File: config.mk
export PLATFORM = sky130hd
export DESIGN_NAME = lkps_div
export DESIGN_NICKNAME = d
export VERILOG_FILES = /design/src/hw/rtl/lkps_pkg.sv /design/src/hw/rtl/lkps_div.sv
export SDC_FILE = /design/constraint.sdc
export NUM_CORES = 1
export LEC_CHECK = 0
export BUFFER_PORTS_ARGS = -buffer_cell sky130_fd_sc_hd__clkbuf_2
export CAP_MARGIN = 25
export CORE_MARGIN = 2
export CORE_UTILIZATION = 50
export CTS_BUF_LIST = sky130_fd_sc_hd__clkbuf_8
export DETAILED_ROUTE_END_ITERATION = 7
export MAX_ROUTING_LAYER = met4
export PLACE_DENSITY = 0.76
export SYNTH_ARGS = -nofsm -noshare
export SYNTH_HDL_FRONTEND = slang
export SYNTH_SLANG_ARGS = --single-unit
File: constraint.sdc
create_clock -name clk -period 6.83 [get_ports clk]
set_clock_uncertainty 0.15 [all_clocks]
set_input_delay 0.683 -clock clk [delete_from_list [all_inputs] [get_ports clk]]
set_output_delay 0.683 -clock clk [all_outputs]
set_load 0.01 [all_outputs]
File: src/hw/rtl/lkps_pkg.sv
// Shared constants and types for the keyframe position sampler.
package lkps_pkg;
  localparam int KEY_DEPTH = 64;
  localparam int KEY_AW = $clog2(KEY_DEPTH);
  localparam int CNT_W = KEY_AW + 1;
  localparam int DVD_W = 48;
  localparam int DVS_W = 32;
  localparam logic [15:0] DEFAULT_TPS = 16'd25;
  localparam logic [16:0] ONE_Q16 = 17'h10000;

  typedef enum logic [1:0] {
    CMD_WRITE_KEY = 2'd0,
    CMD_SAMPLE    = 2'd1,
    CMD_PLAY      = 2'd2,
    CMD_PAUSE     = 2'd3
  } cmd_t;

  typedef enum logic [2:0] {
    CFG_LOOP_ENABLE = 3'd0,
    CFG_RANGE_START = 3'd1,
    CFG_RANGE_END   = 3'd2,
    CFG_TPS         = 3'd3,
    CFG_KEY_COUNT   = 3'd4
  } cfg_idx_t;

  typedef struct packed {
    logic             start;
    logic [DVD_W-1:0] dividend;
    logic [DVS_W-1:0] divisor;
  } div_req_t;

  typedef struct packed {
    logic             done;
    logic [DVD_W-1:0] quot;
    logic [DVS_W-1:0] rem;
  } div_rsp_t;
endpackage

File: src/hw/rtl/lkps_div.sv
// Shared restoring divider, one quotient bit per cycle.
module lkps_div import lkps_pkg::*; (
  input  logic     clk,
  input  logic     rst,
  input  div_req_t req,
  output div_rsp_t rsp
);
  typedef enum logic {D_IDLE, D_RUN} dstate_t;

  dstate_t          state;
  logic [DVD_W-1:0] dvd;
  logic [DVS_W-1:0] dvs;
  logic [DVS_W-1:0] rem;
  logic [5:0]       cnt;
  logic             done;
  logic [DVS_W:0]   trial;
  logic [DVS_W:0]   diff;

  assign trial = {rem, dvd[DVD_W-1]};
  assign diff  = trial - {1'b0, dvs};

  always_ff @(posedge clk) begin
    if (rst) begin
      state <= D_IDLE;
      done  <= 1'b0;
      cnt   <= '0;
    end else begin
      done <= 1'b0;
      case (state)
        D_IDLE: begin
          if (req.start) begin
            dvd   <= req.dividend;
            dvs   <= req.divisor;
            rem   <= '0;
            cnt   <= '0;
            state <= D_RUN;
          end
        end
        D_RUN: begin
          if (!diff[DVS_W]) begin
            rem <= diff[DVS_W-1:0];
          end else begin
            rem <= trial[DVS_W-1:0];
          end
          dvd <= {dvd[DVD_W-2:0], ~diff[DVS_W]};
          cnt <= cnt + 6'd1;
          if (cnt == 6'(DVD_W - 1)) begin
            done  <= 1'b1;
            state <= D_IDLE;
          end
        end
        default: state <= D_IDLE;
      endcase
    end
  end

  assign rsp.done = done;
  assign rsp.quot = dvd;
  assign rsp.rem  = rem;
endmodule

---- After elaboration in Yosys (flattened, before gate mapping) ----
Cells that the tools add are included.
cells by class
  multiplexer cells ....................... 11
  multiply operators ...................... 0
  shift operators ......................... 0
  eq/ne operators ......................... 2
  add/sub/neg operators ................... 2
  divide/modulo/power cells ............... 0
  reduce and logical (&&, ||, !) cells .... 3
  magnitude comparators ................... 0
  bitwise operators ....................... 3
operators by type and width
  kind                                         count
  case mux 48 bit (2 select lines)             1
  2-to-1 mux 32 bit                            2
  case mux 32 bit (2 select lines)             1
  2-to-1 mux 48 bit                            1
  subtractor 33 x 32 -> 33 bit                 1
  case mux 6 bit (2 select lines)              1
  adder 6 x 1 -> 6 bit, second input constant  1
  == test 6 bit, second input constant         1
  2-to-1 mux 6 bit                             1
  2-to-1 mux 1 bit                             3
  inverter 1 bit                               3
  AND reduction 3 bit                          1
  != test 2 bit, second input constant         1
  case mux 1 bit (2 select lines)              1
  AND reduction 2 bit                          1
  OR reduction 2 bit                           1
word-level totals
  register bits after elaboration ......... 120
  bits of input ports ..................... 83
  memory bits (writable) .................. 0
  ROM bits ................................ 0
  logic and storage cells ................. 27
  output and inout bits ................... 81
  bits in latches ......................... 0
  memories ................................ 0

---- Longest topological paths before layout ----
Gate-level depths: netlist of the first run.
  word-level depth ........................ 3
  gate-level depth with buffers ........... 13
  gate-level depth less buffers ........... 12

---- Least setup slack after synthesis of the first run ----
No wires, ideal clock.
  path type ............................... in2reg
  start point ............................. input rst
  end point ............................... register dvd[0], enable pin
  required time ........................... 6.161 ns
  arrival time ............................ 4.243 ns
  slack ................................... 1.918 ns
  stages on the path ...................... 2
  library setup time ...................... 0.519 ns
  path buffers ............................ 1
  path through ............................ buf_1 -> nor2_1
between the ends
  word-level cells in the longest chain between the ends .. 2
ends and longest elaborated chain
  what                           line            source
  start: declaration             lkps_div.sv:4   input logic rst,
  inverter 1 bit (no line)       --
  AND reduction 2 bit (no line)  --
  end signal: assignment         lkps_div.sv:32  dvd <= req.dividend;
  end signal: assignment         lkps_div.sv:45  dvd <= {dvd[DVD_W-2:0], ~diff[DVS_W]};
  end: declaration               lkps_div.sv:11  logic [DVD_W-1:0] dvd;
Every way passes these cells.
A chain may end at the register's enable or synchronous reset.

---- Worst setup path after layout of the first run ----
  start point ............................. register dvd[47]
  end point ............................... register rem[3] (data pin)
between the ends
  word-level cells in the longest chain between the ends .. 3
ends and longest elaborated chain
  what                              line            source
  subtractor 33 x 32 -> 33 bit      lkps_div.sv:20  assign diff = trial - {1'b0, dvs};
  2-to-1 mux 32 bit                 lkps_div.sv:40  if (!diff[DVS_W]) begin
  case mux 32 bit (2 select lines)  lkps_div.sv:29  case (state)
  end signal: assignment            lkps_div.sv:41  rem <= diff[DVS_W-1:0];
  end signal: assignment            lkps_div.sv:43  rem <= trial[DVS_W-1:0];
  end: declaration                  lkps_div.sv:13  logic [DVS_W-1:0] rem;
Every way passes these cells.

==> qor.csv, run 1 <==
metric;value;unit
status;complete, no violations;
Clock Root Buffer;sky130_fd_sc_hd__clkbuf_8;
synthesized cell area;0.00655;mm2
final weighted congestion in routability-driven placement;1.01;
drt wl/cell;16.6;um
leading area contributor after synthesis;sky130_fd_sc_hd__edfxtp_1;
post-route setup TNS;0;ns
total vias in the final route;4988;
number of nets still failing antenna checks after routing;0;
pwr dens;238;mW/mm2
critical path endpoint category;flop;
per-cell via count in the routed design;5.45;
Post-Syn Nets;686;
number of distinct standard cells referenced by the synthesized netlist;56;
footprint of the multi-input gates;0.00277;mm2
gr usage total;0.226;
Final Net Count;847;
Leak;3.33;nW
Yosys warning total;0;
number of remaining DRC errors;0;
floorplan die width;118;um
data required time at the worst endpoint;6.83;ns
commonest cells in the netlist;sky130_fd_sc_hd__edfxtp_1 (112), sky130_fd_sc_hd__a21oi_1 (47), sky130_fd_sc_hd__mux2_2 (47);
cell area after layout;0.00790;mm2
number of buffers created by CTS;17;
global route total overflow;0;
worst slew margin relative to its limit;0.313;
number of enable flip-flop cells after synthesis;112;
setup repair after global routing missed its margin;no;
die span in y;118;um
first-pass iteration count of the detailed router;5;
worst path arrival time;4.15;ns
Tightest Pin Transition;1.03;ns
dpl cell area;0.00751;mm2
number of maximum-capacitance constraint violations;0;
number of antenna violations at the first check in global routing;0;
Inserted Diodes;0;
routed wire length;15.2;mm
proportion of synthesized flip-flops having asynchronous set or reset;0;
global-route wire length before repair;24.3;mm
Max clock buf depth;2;
clock transition time at the flip-flop clock pins of the worst setup and hold paths;0.08;ns
Area Overhead vs Synth;20.6;%
H-tree depth reported by CTS;4;
share of synthesized area occupied by flip-flops and latches;0.538;
class of the worst hold path;in -> reg;
Sink Count;120;
Main synth FF type;sky130_fd_sc_hd__edfxtp_1;
Filler Cells Inserted;1056;
share of the core filled with cells in the final layout;0.621;
Mean Syn Cell Area;11.5;um2
min Tclk post-route;4.15;ns
insertion delay of the later-clocked pin in the worst-skew pair;0.44;ns
placement row count;41;
initial detailed-routing violation count;240;
CP max FO;20;
synth top area cells;sky130_fd_sc_hd__edfxtp_1 (51%), sky130_fd_sc_hd__mux2_2 (8.1%), sky130_fd_sc_hd__ha_1 (6.3%);
number of gates resized after CTS;0;
count of endpoints failing hold in the final timing report;0;
worst setup path class;reg -> reg;
most common cell in the netlist;sky130_fd_sc_hd__edfxtp_1;
Worst Setup Start Kind;flop;
Post-CTS Setup Bufs;0;
synthesized instance count;569;
number of hold-repair buffers added at the cts stage;0;
share of the clock period used by the worst path after layout;0.607;
Max rail drop VDD;0.179;mV
clock tree from TritonCTS;yes;
share of layout cells above drive strength 1;0.341;
synthesized flop and latch total;120;
maximum number of pins on one net before global-route repair;73;
IO buf count;163;
final number of max-transition violations;0;
area share of the leading cell type in the synthesized netlist;0.513;
die area;0.0140;mm2
DPL Wire Length;10.9;mm
Setup Viol. Count Final;0;
area of the placeable core;0.0127;mm2
num ports;164;
achievable clock frequency;241;MHz
via count of the first global-routing pass;5021;
starting utilization of the core area;0.515;
area taken by flip-flops and latches;0.00352;mm2
==> layout make-up <==
class	instances	area share
flip-flops and latches	120	0.446
clock inverters	15	0.0163
well taps	172	0.0272
multi-input cells	383	0.351
clock buffers	17	0.0296
inverters	40	0.0190
repair buffers	168	0.111
==> cell families after synthesis <==
kind of cell | Yosys count | share of synthesized area
flops | 120 | 0.538
buf+inv | 66 | 0.0413
mux | 59 | 0.0991
compound gates | 124 | 0.119
xor+xnor | 25 | 0.0334
simple gates | 141 | 0.104
fa+ha+maj | 34 | 0.0661
==> report_power, final <==
| part | internal (mW) | switching [mW] |
|---|---|---|
| logic | 0.171 | 0.226 |
| registers | 0.864 | 0.0282 |
| clock network | 0.286 | 0.305 |
==> final timing paths <==
path | start | endpoint | slack, ns | depth (start not counted)
worst max-delay path | dvd[47] | rem[3] | 2.68 | 13
worst min register to register | cnt[0] | cnt[0] | 0.39 | 2
worst max register to register | dvd[47] | rem[3] | 2.68 | 13
worst min-delay path | req[16] | dvs[16] | 0.26 | 1
==> cell usage in the layout (no fill, tap or decap), types with 3 or more instances in the layout <==
master | netlist | final
sky130_fd_sc_hd__inv_1 | 40 | 40
sky130_fd_sc_hd__mux2i_1 | 12 | 12
sky130_fd_sc_hd__nor2b_1 | 5 | 5
sky130_fd_sc_hd__clkbuf_8 | 0 | 17
sky130_fd_sc_hd__nand4_1 | 5 | 5
sky130_fd_sc_hd__a21o_1 | 12 | 12
sky130_fd_sc_hd__o21ai_0 | 22 | 22
sky130_fd_sc_hd__a21oi_1 | 47 | 47
sky130_fd_sc_hd__o211ai_1 | 4 | 4
sky130_fd_sc_hd__nor2_1 | 33 | 31
sky130_fd_sc_hd__a31oi_1 | 7 | 7
sky130_fd_sc_hd__nand3b_1 | 3 | 3
sky130_fd_sc_hd__o21bai_1 | 3 | 3
sky130_fd_sc_hd__nor3_1 | 9 | 9
sky130_fd_sc_hd__nand2_1 | 46 | 46
sky130_fd_sc_hd__mux2_2 | 47 | 47
sky130_fd_sc_hd__edfxtp_1 | 112 | 112
sky130_fd_sc_hd__a211oi_1 | 3 | 3
sky130_fd_sc_hd__clkbuf_2 | 0 | 163
sky130_fd_sc_hd__nor3b_1 | 4 | 3
sky130_fd_sc_hd__xor2_1 | 8 | 8
sky130_fd_sc_hd__xnor2_1 | 17 | 17
sky130_fd_sc_hd__a41oi_1 | 3 | 3
sky130_fd_sc_hd__nand2b_1 | 6 | 6
sky130_fd_sc_hd__clkinvlp_4 | 0 | 5
sky130_fd_sc_hd__or3_1 | 3 | 3
sky130_fd_sc_hd__nor4_1 | 3 | 3
sky130_fd_sc_hd__o21a_1 | 4 | 4
sky130_fd_sc_hd__ha_1 | 33 | 33
sky130_fd_sc_hd__dfxtp_1 | 8 | 7
sky130_fd_sc_hd__inv_6 | 0 | 3
sky130_fd_sc_hd__buf_4 | 3 | 4
sky130_fd_sc_hd__nand3_1 | 14 | 14
==> flip-flops by register name, summed over array words and instances (netlist names) <==
register / flops
done: 1
state: 1
dvd: 48
cnt: 6
dvs: 32
rem: 32
==> worst max-delay path, cell delays in order, from the launching register on <==
cell and delay, ns:
sky130_fd_sc_hd__edfxtp_1 0.37, sky130_fd_sc_hd__inv_1 0.05, sky130_fd_sc_hd__ha_1 0.22, sky130_fd_sc_hd__fa_1 0.38, sky130_fd_sc_hd__nand2b_1 0.19, sky130_fd_sc_hd__a21oi_1 0.20
sky130_fd_sc_hd__o21a_1 0.23, sky130_fd_sc_hd__a311o_1 0.26, sky130_fd_sc_hd__a31oi_1 0.22, sky130_fd_sc_hd__a221o_1 0.43, sky130_fd_sc_hd__nor2_2 0.46, sky130_fd_sc_hd__buf_4 0.38
sky130_fd_sc_hd__mux2i_1 0.23, sky130_fd_sc_hd__nor2_1 0.06
==> per-stage QoR <==
step	setup WS [ns]	cells	hold WS [ns]	total power, mW
final	2.68	915	0.262	1.88
after global routing	2.43	915	0.231	1.97
after detailed placement	2.75	882	0.380	1.30
after global placement	2.85	882	0.347	1.29
after CTS	2.70	914	0.233	1.89
after floorplan	1.92	569	0.329	1.18
==> routing by layer <==
metal  vias up  global-route usage  share of wire
met5         -                   -              0
met4         0              0.0781          0.018
met3        22              0.0685          0.076
met2       197               0.359           0.48
met1      2338               0.275           0.43
li1       2431                   -              -
Power figures use the tool's default switching activity.
==> run 2: changes to the inputs <==
- PLACE_DENSITY: 0.76 -> 0.79
- clock period: 6.83 -> 3.5 ns (I/O delays scaled with it)
==> qor.csv, run 2 (synthesis results as in run 1) <==
metric;value;unit;change
number of buffers created by CTS;17;;unchanged
most frequent standard cell in the layout excluding fill and tap cells;sky130_fd_sc_hd__clkbuf_2;;
Internal;2.72;mW;+110%
share of layout cells above drive strength 1;0.351;;+0.0108
starting utilization of the core area;0.515;;unchanged
class of the worst hold path;in -> reg;;
status;complete, no violations;;
achievable clock frequency;296;MHz;+23%
number of remaining DRC errors;0;;unchanged
maximum number of pins on one net before global-route repair;57;;-22%
drt wl/cell;16.6;um;+0.21%
R2R depth;13;;unchanged
gr usage total;0.239;;+0.0127
pwr dens;453;mW/mm2;+90%
share of the clock period used by the worst path after layout;0.964;;+0.357
register with the highest flop count;dvd;;
number of nets still failing antenna checks after routing;0;;unchanged
worst setup path class;reg -> reg;;
min Tclk post-route;3.37;ns;-0.774 ns
total vias in the final route;5275;;+5.8%
per-cell via count in the routed design;5.44;;-0.14%
share of the core filled with cells in the final layout;0.665;;+0.0441
routed wire length;16.1;mm;+6.1%
critical path endpoint category;flop;;
worst slew margin relative to its limit;0.548;;+0.235
power spent charging and discharging nets;1.11;mW;+98%
Worst Setup Start Kind;flop;;
number of maximum-capacitance constraint violations;0;;unchanged
setup repair after global routing missed its margin;no;;
DPL Wire Length;11.2;mm;+2.6%
die area;0.0140;mm2;unchanged
highest-count cells in the layout ignoring fill and taps;sky130_fd_sc_hd__clkbuf_2 (163), sky130_fd_sc_hd__edfxtp_1 (112), sky130_fd_sc_hd__mux2_2 (47), sky130_fd_sc_hd__a21oi_1 (46), sky130_fd_sc_hd__nand2_1 (46);;
clock tree from TritonCTS;yes;;
share of total power in sequential cells;0.457;;-0.017
global route total overflow;0;;unchanged
Max rail drop VDD;0.300;mV;+68%
Clock Root Buffer;sky130_fd_sc_hd__clkbuf_8;;
number of cells traversed by the worst hold path;2;;+1
CP max FO;7;;-65%
Tightest Pin Transition;0.678;ns;-0.351 ns
floorplan die width;118;um;unchanged
final weighted congestion in routability-driven placement;0.955;;-5.0%
IO buf count;163;;unchanged
die span in y;118;um;unchanged
Sink Count;120;;unchanged
num ports;164;;unchanged
Area Overhead vs Synth;29.1;%;
part of the total power dissipated in the clock network;0.312;;-0.003
H-tree depth reported by CTS;4;;unchanged
placement row count;41;;unchanged
clock transition time at the flip-flop clock pins of the worst setup and hold paths;0.08;ns;about the same
worst path arrival time;3.51;ns;-0.64 ns
first-pass iteration count of the detailed router;4;;-1
final number of max-transition violations;0;;unchanged
insertion delay of the later-clocked pin in the worst-skew pair;0.44;ns;about the same
Largest regs;dvd x48, dvs x32, rem x32;;
area of the placeable core;0.0127;mm2;unchanged
count of endpoints failing hold in the final timing report;0;;unchanged
Setup Viol. Count Final;0;;unchanged
Leak;3.59;nW;+7.9%
number of antenna violations at the first check in global routing;0;;unchanged
data required time at the worst endpoint;3.64;ns;-3.19 ns
via count of the first global-routing pass;5283;;+5.2%
global-route wire length before repair;25.7;mm;+6.0%
proportion of total power due to net switching;0.290;;-0.00777
initial detailed-routing violation count;281;;+17%
Inserted Diodes;0;;unchanged
Final Net Count;901;;+6.4%
Max clock buf depth;2;;unchanged
total design power;3.83;mW;+100%
Combinational Power Share;0.232;;+0.021
post-route setup TNS;0;ns;unchanged
max reg flops;48;;unchanged
run 2: changes by cell type in the layout (fill, tap and decap cells not counted), sizes merged:
cell         delta
buf            +21
or2             +1
dlygate4sd3    +32
clkinv          -1
bufinv          +1
run 2: layout make-up:
class | instances | area, um2
repair buffers | 221 | 1360
inverters | 40 | 150
clock buffers | 17 | 234
flip-flops and latches | 120 | 3520
well taps | 172 | 215
multi-input cells | 384 | 2840
clock inverters | 15 | 140
fillers | 1009 | 4260
run 2: worst max-delay path: stages (launching register included):
cell and delay, ns:
sky130_fd_sc_hd__edfxtp_1 0.46, sky130_fd_sc_hd__ha_4 0.25, sky130_fd_sc_hd__a21o_1 0.16, sky130_fd_sc_hd__or3_1 0.30, sky130_fd_sc_hd__o21a_1 0.20, sky130_fd_sc_hd__a311o_1 0.40
sky130_fd_sc_hd__a31o_1 0.22, sky130_fd_sc_hd__a41o_4 0.28, sky130_fd_sc_hd__nor2_4 0.20, sky130_fd_sc_hd__buf_8 0.17, sky130_fd_sc_hd__buf_4 0.15, sky130_fd_sc_hd__buf_4 0.11
sky130_fd_sc_hd__nand2_1 0.04, sky130_fd_sc_hd__a21oi_1 0.12
run 2: stage by stage:
| step | cells | cell area, um2 | hold WS [ns] | setup WS, ns |
|---|---|---|---|---|
| final | 969 | 8460 | 0.0524 | 0.127 |
| after detailed placement | 892 | 7600 | 0.370 | 0.102 |
| after CTS | 956 | 8300 | 0.0318 | 0.0560 |
| after global routing | 969 | 8460 | 0.0321 | 0.00892 |
| after global placement | 892 | 7600 | 0.348 | 0.220 |
| after floorplan | 569 | 6560 | 0.299 | 0.156 |
run 2: power groups by stage:
| stage | clock, mW | sequential [mW] | combinational (mW) |
|---|---|---|---|
| after floorplan | 0 | 1.79 | 0.515 |
| after global placement | 0 | 1.77 | 0.767 |
| after detailed placement | 0 | 1.78 | 0.786 |
| after CTS | 1.22 | 1.75 | 0.820 |
| after global routing | 1.28 | 1.76 | 0.973 |
| final | 1.19 | 1.75 | 0.888 |
run 2: worst paths after layout:
check	start	end	slack, ns
max reg2reg	rem[4]	rem[11]	0.13
min reg2reg	cnt[2]	cnt[2]	0.39
min	req[45]	dvd[13]	0.05
max	rem[4]	rem[11]	0.13
run 2: repair_timing:
action,4_1_cts,5_1_grt
setup endpoints to repair,0,19
resized for setup,0,15
setup buffers,0,11
hold buffers,32,0
hold endpoints to repair,32,0
run 2: metal layers:
metal,vias up,global-route usage,share of wire
li1,2536,-,-
met5,-,-,0
met3,40,0.0613,0.070
met2,224,0.379,0.48
met4,0,0.0990,0.031
met1,2475,0.292,0.42
==> run 3: changes to the inputs <==
- CORE_UTILIZATION: 50 -> 37
- PLACE_DENSITY: 0.79 -> unset
==> qor.csv, run 3 (synthesis results as in run 1) <==
metric;value;unit;change
first-pass iteration count of the detailed router;4;;unchanged
Largest regs;dvd x48, dvs x32, rem x32;;
gr usage total;0.180;;-0.0584
worst slew margin relative to its limit;0.452;;-0.0960
proportion of total power due to net switching;0.293;;+0.00306
dpl cell area;0.00768;mm2;+1.1%
Combinational Power Share;0.228;;-0.004
cell area after layout;0.00867;mm2;+2.5%
number of nets still failing antenna checks after routing;0;;unchanged
number of buffers created by CTS;17;;unchanged
CP max FO;6;;-1
floorplan die width;137;um;+16%
IO buf count;163;;unchanged
die span in y;137;um;+16%
achievable clock frequency;289;MHz;-2.4%
share of the clock period used by the worst path after layout;0.987;;+0.0234
maximum number of pins on one net before global-route repair;51;;-11%
Max rail drop VDD;0.257;mV;-14%
post-route setup TNS;0;ns;unchanged
data required time at the worst endpoint;3.53;ns;-0.11 ns
DPL Wire Length;11.5;mm;+2.6%
Setup Viol. Count Final;0;;unchanged
clock tree from TritonCTS;yes;;
critical path endpoint category;flop;;
Clock Root Buffer;sky130_fd_sc_hd__clkbuf_8;;
H-tree depth reported by CTS;4;;unchanged
insertion delay of the later-clocked pin in the worst-skew pair;0.45;ns;about the same
most frequent standard cell in the layout excluding fill and tap cells;sky130_fd_sc_hd__clkbuf_2;;
placement row count;48;;+17%
worst setup path class;reg -> reg;;
number of maximum-capacitance constraint violations;0;;unchanged
num ports;164;;unchanged
final number of max-transition violations;0;;unchanged
count of endpoints failing hold in the final timing report;0;;unchanged
min Tclk post-route;3.45;ns;+0.0818 ns
starting utilization of the core area;0.379;;-0.136
class of the worst hold path;in -> reg;;
Internal;2.85;mW;+4.7%
highest-count cells in the layout ignoring fill and taps;sky130_fd_sc_hd__clkbuf_2 (163), sky130_fd_sc_hd__edfxtp_1 (112), sky130_fd_sc_hd__mux2_2 (47), sky130_fd_sc_hd__nand2_1 (46), sky130_fd_sc_hd__a21oi_1 (44);;
Worst Setup Start Kind;flop;;
number of remaining DRC errors;0;;unchanged
final weighted congestion in routability-driven placement;0.870;;-8.9%
global route total overflow;0;;unchanged
drt wl/cell;16.0;um;-3.8%
status;complete, no violations;;
via count of the first global-routing pass;5271;;-0.23%
max reg flops;48;;unchanged
count of placed standard cells including taps;946;;+6.1%
Leak;3.65;nW;+1.6%
share of total power in sequential cells;0.435;;-0.022
power spent charging and discharging nets;1.18;mW;+6.2%
Layout Cells excl Fill;1025;;+5.8%
routed wire length;16.4;mm;+1.8%
Max clock buf depth;2;;unchanged
register with the highest flop count;dvd;;
clock transition time at the flip-flop clock pins of the worst setup and hold paths;0.09;ns;about the same
Area Overhead vs Synth;32.3;%;
Sink Count;120;;unchanged
area of the placeable core;0.0173;mm2;+36%
setup repair after global routing missed its margin;yes;;
number of antenna violations at the first check in global routing;0;;unchanged
part of the total power dissipated in the clock network;0.337;;+0.025
share of the core filled with cells in the final layout;0.501;;-0.164
pwr dens;465;mW/mm2;+2.6%
die area;0.0188;mm2;+34%
initial detailed-routing violation count;320;;+14%
Tightest Pin Transition;0.822;ns;+0.144 ns
worst path arrival time;3.49;ns;-0.02 ns
per-cell via count in the routed design;5.09;;-6.4%
global-route wire length before repair;25.4;mm;-1.4%
Inserted Diodes;0;;unchanged
Final Net Count;904;;+0.33%
total vias in the final route;5221;;-1.0%
share of layout cells above drive strength 1;0.365;;+0.0137
-- run 3: final timing paths --
kind / start / end / depth (start not counted) / slack, ns
setup / recovery: rem[4] / rem[19] / 11 / 0.05
hold / removal: req[57] / dvd[25] / 2 / 0.04
setup reg to reg: rem[4] / rem[19] / 11 / 0.05
hold reg to reg: cnt[2] / cnt[2] / 2 / 0.37
-- run 3: area by class of cell --
class	instances	area (um2)
clock buffers	17	234
clock inverters	15	189
fillers	1597	8630
inverters	40	150
multi-input cells	384	2860
flip-flops and latches	120	3520
well taps	225	282
repair buffers	224	1430
-- run 3: critical path: stages (launching register included) --
cell,delay (ns)
sky130_fd_sc_hd__edfxtp_1,0.46
sky130_fd_sc_hd__ha_4,0.24
sky130_fd_sc_hd__a21o_1,0.16
sky130_fd_sc_hd__or3_1,0.30
sky130_fd_sc_hd__o21a_2,0.23
sky130_fd_sc_hd__a311o_1,0.42
sky130_fd_sc_hd__a31o_1,0.27
sky130_fd_sc_hd__a41o_4,0.27
sky130_fd_sc_hd__nor2_4,0.25
sky130_fd_sc_hd__buf_8,0.18
sky130_fd_sc_hd__mux2i_1,0.21
sky130_fd_sc_hd__nor2_1,0.05
-- run 3: layer usage --
metal / GRT usage / vias up / part of all wire
li1: - / 2542 / -
met1: 0.224 / 2482 / 0.45
met2: 0.281 / 172 / 0.47
met3: 0.0463 / 25 / 0.056
met4: 0.0722 / 0 / 0.021
met5: - / - / 0
-- run 3: power by group through the flow --
stage,logic [mW],clock network [mW],registers [mW]
2_1_floorplan,0.515,0,1.79
3_3_place_gp,0.773,0,1.78
3_5_place_dp,0.793,0,1.78
4_1_cts,0.832,1.39,1.75
5_1_grt,1.01,1.44,1.76
6_report,0.918,1.36,1.75
-- run 3: timing repair --
action	in CTS	in global routing
setup buffers	0	12
setup endpoints to repair	4	33
gates resized for setup	3	19
pin swaps	2	10
endpoints found under the hold margin	32	0
hold buffers	32	0
gates cloned	0	3
-- run 3: stage by stage --
step                      hold WS, ns  worst slack, ns  power [mW]
after global placement          0.339            0.137        2.55
final                          0.0360           0.0453        4.03
after floorplan                 0.299            0.156        2.31
after global routing           0.0159          -0.0837        4.21
after CTS                     0.00144          -0.0103        3.97
after detailed placement        0.365          -0.0165        2.57
